## src/hdl/motion_limit_checker_core_macros.svh

```systemverilog
// Assertion macros shared by the motion limit checker RTL.
`ifndef MOTION_LIMIT_CHECKER_CORE_MACROS_SVH
`define MOTION_LIMIT_CHECKER_CORE_MACROS_SVH

// Same-cycle implication, sampled on clk and held off during reset.
`define MLC_ASSERT_IMP(label, ante, cons, msg) \
	label: assert property (@(posedge clk) disable iff (!arst_n) (ante) |-> (cons)) \
		else $error(msg);

// Next-cycle implication, sampled on clk and held off during reset.
`define MLC_ASSERT_NXT(label, ante, cons, msg) \
	label: assert property (@(posedge clk) disable iff (!arst_n) (ante) |=> (cons)) \
		else $error(msg);

`endif

```

## src/hdl/mlc_pkg.sv

```systemverilog
// Types, constants and codes shared by the motion limit checker modules.
package mlc_pkg;

	localparam int DATA_WIDTH = 32;
	localparam int FRAC_BITS  = 16;
	localparam int PROD_W     = 2 * DATA_WIDTH;

	// Cycle time resets to one second in the fixed point format.
	localparam logic [DATA_WIDTH-1:0] CT_RESET = DATA_WIDTH'(1) << FRAC_BITS;
	// Full-scale jerk stands for unlimited jerk.
	localparam logic [DATA_WIDTH-1:0] JERK_FULL = {1'b0, {(DATA_WIDTH-1){1'b1}}};

	localparam int REG_IDX_W = 3;
	localparam logic [REG_IDX_W-1:0] REG_CHECK_CURRENT     = 3'd0;
	localparam logic [REG_IDX_W-1:0] REG_CHECK_TARGET      = 3'd1;
	localparam logic [REG_IDX_W-1:0] REG_USE_MIN_VELOCITY  = 3'd2;
	localparam logic [REG_IDX_W-1:0] REG_USE_MIN_ACCEL     = 3'd3;
	localparam logic [REG_IDX_W-1:0] REG_DISCRETE_DURATION = 3'd4;
	localparam logic [REG_IDX_W-1:0] REG_CYCLE_TIME        = 3'd5;

	localparam logic [3:0] FAIL_NONE      = 4'd0;
	localparam logic [3:0] FAIL_CYCLE     = 4'd1;
	localparam logic [3:0] FAIL_ACC_LIM   = 4'd2;
	localparam logic [3:0] FAIL_CUR_ACC   = 4'd3;
	localparam logic [3:0] FAIL_TGT_ACC   = 4'd4;
	localparam logic [3:0] FAIL_VEL_LIM   = 4'd5;
	localparam logic [3:0] FAIL_CUR_VEL   = 4'd6;
	localparam logic [3:0] FAIL_TGT_VEL   = 4'd7;
	localparam logic [3:0] FAIL_CUR_OVER  = 4'd8;
	localparam logic [3:0] FAIL_TGT_OVER  = 4'd9;

	localparam int QDEPTH = 2;
	localparam int QPTR_W = (QDEPTH > 1) ? $clog2(QDEPTH) : 1;
	localparam int QCNT_W = $clog2(QDEPTH + 1);

	typedef struct packed {
		logic                  check_current;
		logic                  check_target;
		logic                  use_min_velocity;
		logic                  use_min_accel;
		logic                  discrete_duration;
		logic [DATA_WIDTH-1:0] cycle_time;
	} cfg_t;

	// One classified axis waiting for the overshoot tests.
	typedef struct packed {
		logic [3:0]            code;
		logic                  need_cur;
		logic                  need_tgt;
		logic [DATA_WIDTH-1:0] mag_c;
		logic [DATA_WIDTH-1:0] d_c;
		logic [DATA_WIDTH-1:0] mag_t;
		logic [DATA_WIDTH-1:0] d_t;
		logic [DATA_WIDTH-2:0] jerk;
		logic                  last;
	} qitem_t;

	typedef struct packed {
		logic busy;
		logic set_failed;
		logic wr;
		logic wr_last;
	} back_status_t;

endpackage

```

## src/hdl/mlc_front.sv

```systemverilog
// Front end: runs the comparison checks and prepares the overshoot operands.
module mlc_front (
	input  mlc_pkg::cfg_t                          cfg,
	input  logic signed [mlc_pkg::DATA_WIDTH-1:0]  jerk_limit,
	input  logic signed [mlc_pkg::DATA_WIDTH-1:0]  max_accel,
	input  logic signed [mlc_pkg::DATA_WIDTH-1:0]  min_accel,
	input  logic signed [mlc_pkg::DATA_WIDTH-1:0]  cur_accel,
	input  logic signed [mlc_pkg::DATA_WIDTH-1:0]  tgt_accel,
	input  logic signed [mlc_pkg::DATA_WIDTH-1:0]  cur_vel,
	input  logic signed [mlc_pkg::DATA_WIDTH-1:0]  tgt_vel,
	input  logic signed [mlc_pkg::DATA_WIDTH-1:0]  max_vel,
	input  logic signed [mlc_pkg::DATA_WIDTH-1:0]  min_vel,
	input  logic                                   position_control,
	input  logic                                   last_axis,
	output mlc_pkg::qitem_t                        item
);
	import mlc_pkg::*;

	logic signed [DATA_WIDTH-1:0] amin;
	logic signed [DATA_WIDTH-1:0] vmin;
	logic signed [DATA_WIDTH-1:0] ct;
	logic signed [DATA_WIDTH:0]   diff_c;
	logic signed [DATA_WIDTH:0]   diff_t;
	logic                         jlim;
	logic                         reach;
	logic [3:0]                   code;

	always_comb begin
		ct   = $signed(cfg.cycle_time);
		amin = cfg.use_min_accel ? min_accel : -max_accel;
		vmin = cfg.use_min_velocity ? min_vel : -max_vel;
		jlim = (jerk_limit > 0) && (jerk_limit != $signed(JERK_FULL));
		code  = FAIL_NONE;
		reach = 1'b0;
		if (cfg.discrete_duration && (ct <= 0)) begin
			code = FAIL_CYCLE;
		end else if ((jerk_limit < 0) || (max_accel < 0) || (amin > 0)) begin
			code = FAIL_ACC_LIM;
		end else if (cfg.check_current && ((cur_accel > max_accel) || (cur_accel < amin))) begin
			code = FAIL_CUR_ACC;
		end else if (cfg.check_target && ((tgt_accel > max_accel) || (tgt_accel < amin))) begin
			code = FAIL_TGT_ACC;
		end else if (position_control) begin
			if ((max_vel < 0) || (vmin > 0)) begin
				code = FAIL_VEL_LIM;
			end else if (cfg.check_current && ((cur_vel > max_vel) || (cur_vel < vmin))) begin
				code = FAIL_CUR_VEL;
			end else if (cfg.check_target && ((tgt_vel > max_vel) || (tgt_vel < vmin))) begin
				code = FAIL_TGT_VEL;
			end else begin
				reach = 1'b1;
			end
		end
	end

	// Velocity lies inside its limits whenever a test runs, so the margin is
	// non-negative and fits the unsigned data width.
	always_comb begin
		if (cur_accel > 0) begin
			diff_c = {max_vel[DATA_WIDTH-1], max_vel} - {cur_vel[DATA_WIDTH-1], cur_vel};
		end else begin
			diff_c = {cur_vel[DATA_WIDTH-1], cur_vel} - {vmin[DATA_WIDTH-1], vmin};
		end
		if (tgt_accel < 0) begin
			diff_t = {max_vel[DATA_WIDTH-1], max_vel} - {tgt_vel[DATA_WIDTH-1], tgt_vel};
		end else begin
			diff_t = {tgt_vel[DATA_WIDTH-1], tgt_vel} - {vmin[DATA_WIDTH-1], vmin};
		end
	end

	always_comb begin
		item.code     = code;
		item.need_cur = reach && cfg.check_current && jlim && (cur_accel != 0);
		item.need_tgt = reach && cfg.check_target && jlim && (tgt_accel != 0);
		item.mag_c    = cur_accel[DATA_WIDTH-1] ? DATA_WIDTH'(~cur_accel + 1'b1)
		                                        : DATA_WIDTH'(cur_accel);
		item.mag_t    = tgt_accel[DATA_WIDTH-1] ? DATA_WIDTH'(~tgt_accel + 1'b1)
		                                        : DATA_WIDTH'(tgt_accel);
		item.d_c      = diff_c[DATA_WIDTH-1:0];
		item.d_t      = diff_t[DATA_WIDTH-1:0];
		item.jerk     = jerk_limit[DATA_WIDTH-2:0];
		item.last     = last_axis;
	end

endmodule

```

## src/hdl/mlc_queue.sv

```systemverilog
// Short queue of classified axes between the front end and the back end.
module mlc_queue (
	input  logic            clk,
	input  logic            arst_n,
	input  logic            wr_en,
	input  mlc_pkg::qitem_t wr_item,
	input  logic            rd_en,
	output mlc_pkg::qitem_t rd_item,
	output logic            full,
	output logic            empty
);
	import mlc_pkg::*;

	qitem_t            mem_q [QDEPTH];
	logic [QPTR_W-1:0] wr_ptr_q;
	logic [QPTR_W-1:0] rd_ptr_q;
	logic [QCNT_W-1:0] count_q;

	assign full    = (count_q == QCNT_W'(QDEPTH));
	assign empty   = (count_q == '0);
	assign rd_item = mem_q[rd_ptr_q];

	function automatic logic [QPTR_W-1:0] next_ptr(input logic [QPTR_W-1:0] p);
		return (p == QPTR_W'(QDEPTH - 1)) ? '0 : QPTR_W'(p + 1'b1);
	endfunction

	always_ff @(posedge clk) begin
		if (wr_en) begin
			mem_q[wr_ptr_q] <= wr_item;
		end
	end

	always_ff @(posedge clk or negedge arst_n) begin
		if (!arst_n) begin
			wr_ptr_q <= '0;
			rd_ptr_q <= '0;
			count_q  <= '0;
		end else begin
			if (wr_en) begin
				wr_ptr_q <= next_ptr(wr_ptr_q);
			end
			if (rd_en) begin
				rd_ptr_q <= next_ptr(rd_ptr_q);
			end
			if (wr_en && !rd_en) begin
				count_q <= QCNT_W'(count_q + 1'b1);
			end else if (rd_en && !wr_en) begin
				count_q <= QCNT_W'(count_q - 1'b1);
			end
		end
	end

endmodule

```

## src/hdl/mlc_back.sv

```systemverilog
// Back end: overshoot tests on one shared multiplier, set flag and result register.
module mlc_back (
	input  logic                  clk,
	input  logic                  arst_n,
	input  logic                  q_empty,
	input  mlc_pkg::qitem_t       q_item,
	output logic                  q_pop,
	input  logic                  res_pop,
	output logic                  res_valid,
	output logic                  axis_ok,
	output logic                  all_ok,
	output logic [3:0]            fail_code,
	output logic                  last_flag,
	output mlc_pkg::back_status_t status
);
	import mlc_pkg::*;

	localparam logic [2:0] ST_IDLE = 3'd0;
	localparam logic [2:0] ST_SQ   = 3'd1;
	localparam logic [2:0] ST_JD   = 3'd2;
	localparam logic [2:0] ST_CMP  = 3'd3;
	localparam logic [2:0] ST_DONE = 3'd4;

	logic [2:0]            state_q;
	logic                  sel_q;
	logic                  res_valid_q;
	logic                  set_failed_q;
	qitem_t                item_q;
	logic [3:0]            code_q;
	logic [PROD_W-1:0]     prod_q;
	logic [PROD_W-1:0]     sq_q;

	logic [DATA_WIDTH-1:0] op_mag;
	logic [DATA_WIDTH-1:0] op_d;
	logic [DATA_WIDTH-1:0] mul_a;
	logic [DATA_WIDTH-1:0] mul_b;
	logic [PROD_W-1:0]     mul;
	logic                  over;
	logic                  out_free;
	logic                  done_wr;
	logic                  fail;
	logic                  skip;

	always_comb begin
		op_mag   = sel_q ? item_q.mag_t : item_q.mag_c;
		op_d     = sel_q ? item_q.d_t : item_q.d_c;
		mul_a    = (state_q == ST_SQ) ? op_mag : {1'b0, item_q.jerk};
		mul_b    = (state_q == ST_SQ) ? op_mag : op_d;
		mul      = mul_a * mul_b;
		// Square of the acceleration against twice jerk times velocity margin.
		over     = {1'b0, sq_q} > {prod_q, 1'b0};
		out_free = !res_valid_q || res_pop;
		done_wr  = (state_q == ST_DONE) && out_free;
		q_pop    = (state_q == ST_IDLE) && !q_empty;
		fail     = (code_q != FAIL_NONE);
		skip     = (q_item.code != FAIL_NONE) || !(q_item.need_cur || q_item.need_tgt);
	end

	always_ff @(posedge clk or negedge arst_n) begin
		if (!arst_n) begin
			state_q      <= ST_IDLE;
			sel_q        <= 1'b0;
			res_valid_q  <= 1'b0;
			set_failed_q <= 1'b0;
		end else begin
			case (state_q)
				ST_IDLE: begin
					if (!q_empty) begin
						sel_q   <= !q_item.need_cur;
						state_q <= skip ? ST_DONE : ST_SQ;
					end
				end
				ST_SQ: begin
					state_q <= ST_JD;
				end
				ST_JD: begin
					state_q <= ST_CMP;
				end
				ST_CMP: begin
					if (!over && !sel_q && item_q.need_tgt) begin
						sel_q   <= 1'b1;
						state_q <= ST_SQ;
					end else begin
						state_q <= ST_DONE;
					end
				end
				ST_DONE: begin
					if (out_free) begin
						state_q <= ST_IDLE;
					end
				end
				default: begin
					state_q <= ST_IDLE;
				end
			endcase

			if (done_wr) begin
				res_valid_q  <= 1'b1;
				set_failed_q <= item_q.last ? 1'b0 : (set_failed_q | fail);
			end else if (res_pop) begin
				res_valid_q <= 1'b0;
			end
		end
	end

	always_ff @(posedge clk) begin
		if (q_pop) begin
			item_q <= q_item;
			code_q <= q_item.code;
		end
		if (state_q == ST_SQ) begin
			prod_q <= mul;
		end
		if (state_q == ST_JD) begin
			sq_q   <= prod_q;
			prod_q <= mul;
		end
		if ((state_q == ST_CMP) && over) begin
			code_q <= sel_q ? FAIL_TGT_OVER : FAIL_CUR_OVER;
		end
		if (done_wr) begin
			axis_ok   <= !fail;
			all_ok    <= !(set_failed_q || fail);
			fail_code <= code_q;
			last_flag <= item_q.last;
		end
	end

	assign res_valid         = res_valid_q;
	assign status.busy       = (state_q != ST_IDLE);
	assign status.set_failed = set_failed_q;
	assign status.wr         = done_wr;
	assign status.wr_last    = item_q.last;

endmodule

```

## src/hdl/motion_limit_checker_core.sv

```systemverilog
// Top level of the motion limit checker: configuration registers and block wiring.
//
//  channel   | direction | handshake             | payload
//  ----------+-----------+-----------------------+------------------------------------------
//  axis in   | in        | push / full           | limits, accelerations, velocities, flags
//  result    | out       | pop / empty           | axis_ok, all_ok, fail_code, last_flag
//  config    | in        | cfg_we (no wait)      | cfg_index, cfg_data
//
// An axis with no overshoot test goes through the idle and done states of the back end; each
// test adds the square, jerk product and compare states, on the single multiplier in the back
// end, used for a square and a jerk product per test. Reset clears the queue, the result
// register and the set flag, and loads the configuration defaults. A two-entry queue
// keeps push open while the back end works or a result waits for pop.
module motion_limit_checker_core (
	input  logic                                   clk,
	input  logic                                   arst_n,
	input  logic                                   push,
	output logic                                   full,
	input  logic signed [mlc_pkg::DATA_WIDTH-1:0]  jerk_limit,
	input  logic signed [mlc_pkg::DATA_WIDTH-1:0]  max_accel,
	input  logic signed [mlc_pkg::DATA_WIDTH-1:0]  min_accel,
	input  logic signed [mlc_pkg::DATA_WIDTH-1:0]  cur_accel,
	input  logic signed [mlc_pkg::DATA_WIDTH-1:0]  tgt_accel,
	input  logic signed [mlc_pkg::DATA_WIDTH-1:0]  cur_vel,
	input  logic signed [mlc_pkg::DATA_WIDTH-1:0]  tgt_vel,
	input  logic signed [mlc_pkg::DATA_WIDTH-1:0]  max_vel,
	input  logic signed [mlc_pkg::DATA_WIDTH-1:0]  min_vel,
	input  logic                                   position_control,
	input  logic                                   last_axis,
	output logic                                   empty,
	input  logic                                   pop,
	output logic                                   axis_ok,
	output logic                                   all_ok,
	output logic [3:0]                             fail_code,
	output logic                                   last_flag,
	input  logic                                   cfg_we,
	input  logic [mlc_pkg::REG_IDX_W-1:0]          cfg_index,
	input  logic [mlc_pkg::DATA_WIDTH-1:0]         cfg_data
);
	import mlc_pkg::*;
	`include "motion_limit_checker_core_macros.svh"

	cfg_t         cfg_q;
	qitem_t       f_item;
	qitem_t       q_head;
	logic         q_full;
	logic         q_empty;
	logic         q_pop;
	logic         res_valid;
	logic         in_take;
	logic         res_take;
	back_status_t bstat;

	assign in_take  = push && !q_full;
	assign res_take = pop && res_valid;
	assign full     = q_full;
	assign empty    = !res_valid;

	always_ff @(posedge clk or negedge arst_n) begin
		if (!arst_n) begin
			cfg_q.check_current     <= 1'b1;
			cfg_q.check_target      <= 1'b1;
			cfg_q.use_min_velocity  <= 1'b0;
			cfg_q.use_min_accel     <= 1'b0;
			cfg_q.discrete_duration <= 1'b0;
			cfg_q.cycle_time        <= CT_RESET;
		end else if (cfg_we) begin
			case (cfg_index)
				REG_CHECK_CURRENT:     cfg_q.check_current     <= cfg_data[0];
				REG_CHECK_TARGET:      cfg_q.check_target      <= cfg_data[0];
				REG_USE_MIN_VELOCITY:  cfg_q.use_min_velocity  <= cfg_data[0];
				REG_USE_MIN_ACCEL:     cfg_q.use_min_accel     <= cfg_data[0];
				REG_DISCRETE_DURATION: cfg_q.discrete_duration <= cfg_data[0];
				REG_CYCLE_TIME:        cfg_q.cycle_time        <= cfg_data;
				default: begin
				end
			endcase
		end
	end

	mlc_front u_front (
		.cfg              (cfg_q),
		.jerk_limit       (jerk_limit),
		.max_accel        (max_accel),
		.min_accel        (min_accel),
		.cur_accel        (cur_accel),
		.tgt_accel        (tgt_accel),
		.cur_vel          (cur_vel),
		.tgt_vel          (tgt_vel),
		.max_vel          (max_vel),
		.min_vel          (min_vel),
		.position_control (position_control),
		.last_axis        (last_axis),
		.item             (f_item)
	);

	mlc_queue u_queue (
		.clk     (clk),
		.arst_n  (arst_n),
		.wr_en   (in_take),
		.wr_item (f_item),
		.rd_en   (q_pop),
		.rd_item (q_head),
		.full    (q_full),
		.empty   (q_empty)
	);

	mlc_back u_back (
		.clk       (clk),
		.arst_n    (arst_n),
		.q_empty   (q_empty),
		.q_item    (q_head),
		.q_pop     (q_pop),
		.res_pop   (res_take),
		.res_valid (res_valid),
		.axis_ok   (axis_ok),
		.all_ok    (all_ok),
		.fail_code (fail_code),
		.last_flag (last_flag),
		.status    (bstat)
	);

	// A failing axis must also clear the set flag it reports.
	`MLC_ASSERT_IMP(a_fail_clears_all, !empty && !axis_ok, !all_ok, "failing axis reported all_ok")
	`MLC_ASSERT_IMP(a_code_range, !empty, fail_code <= FAIL_TGT_OVER, "fail_code out of range")
	// The set flag starts afresh once the last axis of a set has been written out.
	`MLC_ASSERT_NXT(a_set_cleared, bstat.wr && bstat.wr_last, !bstat.set_failed, "set flag not cleared")

endmodule

```

## config.mk

```make
export PLATFORM = sky130hd
export DESIGN_NAME = motion_limit_checker_core
export DESIGN_NICKNAME = d
export VERILOG_FILES = /design/src/hdl/mlc_pkg.sv /design/src/hdl/mlc_front.sv /design/src/hdl/mlc_queue.sv /design/src/hdl/mlc_back.sv /design/src/hdl/motion_limit_checker_core.sv
export VERILOG_INCLUDE_DIRS = /design/src /design/src/hdl
export SDC_FILE = /design/constraint.sdc
export NUM_CORES = 2
export LEC_CHECK = 0
export ABC_CLOCK_PERIOD_IN_PS = 10580
export BUFFER_PORTS_ARGS = -buffer_cell sky130_fd_sc_hd__buf_2
export CORE_MARGIN = 2
export CORE_UTILIZATION = 30
export CTS_CLUSTER_SIZE = 30
export DETAILED_ROUTE_END_ITERATION = 7
export MAX_ROUTING_LAYER = met4
export PLACE_DENSITY = 0.53
export SETUP_SLACK_MARGIN = 0.1
export SLEW_MARGIN = 10
export SYNTH_ARGS = -nofsm -noshare
export SYNTH_HDL_FRONTEND = slang
export SYNTH_HIERARCHICAL = 1
export SYNTH_SLANG_ARGS = --single-unit
```

## constraint.sdc

```tcl
create_clock -name clk -period 10.58 [get_ports clk]
set_input_delay 0.529 -clock clk [delete_from_list [all_inputs] [get_ports clk]]
set_output_delay 0.529 -clock clk [all_outputs]
set_load 0.005 [all_outputs]
```

==> results_dict.tcl <==
set metrics [dict create \
    clk_latency_ps 690 \
    seq_area_mm2 0.0202 \
    crit_type "reg -> reg" \
    clkTransAtPathRegs_ps 60 \
    arrival_ps 10630 \
    grt_max_degree 130 \
    relSlewSlack_pct 22.4 \
    dr.first_iter.drc_count 4729 \
    maxCapViolCount 0 \
    yosys_warnings 6 \
    multiInputGateArea_mm2 0.0474 \
    fin_crit_sh_pct 96.8 \
    fin_setup_tns_ps 0 \
    skew_ps 57.6 \
    ant_nets 0 \
    pin_count 339 \
    cts_buffer_depth 3 \
    nFillCells 24900 \
    cts_tree "yes" \
    dp_hpwl_mm 216 \
    layout.cells.non_filler 10800 \
    initial_utilization_pct 30.1 \
    hold_class "in -> reg" \
    drc 0 \
    drv_slew 0 \
    min-delay-start "cfg_data[28]" \
    grt_pass1_vias 56200 \
    min_path_cells 2 \
    rows 181 \
    port-buffer-count 338 \
    drt-wirelength-per-cell_um 24.1 \
    reg2regPathDepth 31 \
    path_common_cell "fa_1" \
    reg2reg_from "u_back/state_q[2]" \
    core_area_mm2 0.243 \
    slowest_stage "a21o_1" \
    min_period_ps 10240 \
    numCtsBuffers 76 \
    die_area_mm2 0.248 \
    routed_wl_mm 261 \
    grt_pass1_wl_mm 382 \
    dp.cells 10700 \
    post_drt_via_cell_ratio 5.05 \
    worst_pin_slew_ps 1160 \
    grt-ovfl-total 0 \
    setup_viol 0 \
    grt_setup_unrepaired "no" \
    crit_family "adder cells" \
    crit_path_max_fanout 47 \
    syn-num-nets 9069 \
    cp_num_buf_inv 9 \
    slowest_delay_ps 620 \
    rrSetupSlack_ps 340 \
    grtUsageTotal_pct 21.5 \
    area_growth_syn_to_layout_pct 11.4 \
    crit_path_end_kind "flip-flop" \
    fmax_mhz 97.7 \
    outcome "complete, no violations" \
    synth_cells 7258 \
    avgSynthCellArea_um2 10.1 \
    drive_gt1_share_pct 12.3 \
    cts_htree_levels 3 \
    synth_area_mm2 0.0732 \
    hold_end "cfg_q[28]" \
    cts_sinks 679 \
    fin_nets 9346 \
    crit-reg2reg-capture "u_back/prod_q[62]" \
    worstPathRequired_ps 10970 \
    antenna_found_initial 26 \
    root_buffer "clkbuf_16" \
    place.gp.congestion 1.02 \
    dr.pass1.iters 6 \
    startpoint_type "flip-flop" \
    finalHoldViolations 0 \
    routed-via-count 54600 \
    die_h_um 498 \
    die_w_um 498 \
]
[metrics by stage]
step | hold WS (ps) | util, % | worst slack [ps] | instance area, um2
final | 62.7 | 33.6 | 341 | 81500
after global routing | 47.5 | 33.6 | 112 | 81500
after CTS | 8.48 | 33.5 | 130 | 81400
after detailed placement | 432 | 32.5 | 99.2 | 78900
after global placement | 432 | 32.5 | 122 | 78900
after floorplan | 233 | - | 1500 | 73200
[metal layers]
metal	track usage, %	part of all wire (%)	up-vias
met2	34.2	46	2101
met1	28.4	44	27600
met3	2.58	6.6	362
li1	-	-	24500
met5	-	0	-
met4	6.77	3.6	0
[state kept, by name, indices dropped and copies added (netlist names), 2 cells and up]
signal / cells
u_queue/mem_q: 332
u_back/item_q: 160
u_back/prod_q: 64
u_back/code_q: 4
u_back/state_q: 3
u_back/fail_code: 4
u_queue/count_q: 2
u_back/sq_q: 64
cfg_q: 37
[how the worst max path moves through the flow]
stage                      startpoint                 to  slack [ps]  cells past startpoint
CTS                      u_back/sel_q  u_back/prod_q[62]         130                     29
finish              u_back/state_q[2]  u_back/prod_q[62]         340                     31
detailed placement       u_back/sel_q  u_back/prod_q[62]         100                     29
global route        u_back/state_q[2]  u_back/prod_q[62]         110                     31
floorplan           u_back/state_q[2]  u_back/prod_q[61]        1500                     31
global placement         u_back/sel_q  u_back/prod_q[62]         120                     29
[layout make-up]
class / instances / share of cell area, %
Timing Repair Buffer: 521 / 3.89
Clock inverter: 49 / 0.657
Multi-Input combinational cell: 5145 / 58.2
Sequential cell: 679 / 24.8
Inverter: 1112 / 5.12
Clock buffer: 85 / 2.38
Antenna cell: 20 / 0.0614
Tap cell: 3202 / 4.92
[placed cells by master, fill, tap and decap left out, types with 61 or more instances in the layout]
| cell | count |
|---|---|
| xnor2_1 | 196 |
| o21ai_0 | 199 |
| mux2i_1 | 67 |
| buf_4 | 174 |
| xor2_1 | 79 |
| edfxtp_1 | 632 |
| o21a_1 | 64 |
| nand3_1 | 97 |
| clkbuf_16 | 76 |
| nand4_1 | 77 |
| a21oi_1 | 316 |
| inv_1 | 1110 |
| ha_1 | 581 |
| nand2b_1 | 76 |
| nor3_1 | 61 |
| mux2_4 | 161 |
| nand2_1 | 701 |
| nor2_1 | 777 |
| fa_1 | 900 |
| buf_2 | 337 |
| a21o_1 | 149 |
[timing repair]
action                                  CTS  global route
gates resized for setup                   1             5
cloned                                    0             0
hold buffers                              1             1
endpoints found under the hold margin     2            44
setup buffers                             0             1
endpoints found under the setup margin    2             5
Power is not shown: default switching activity piles up to over one toggle a cycle in this logic, so the estimate is an artifact.
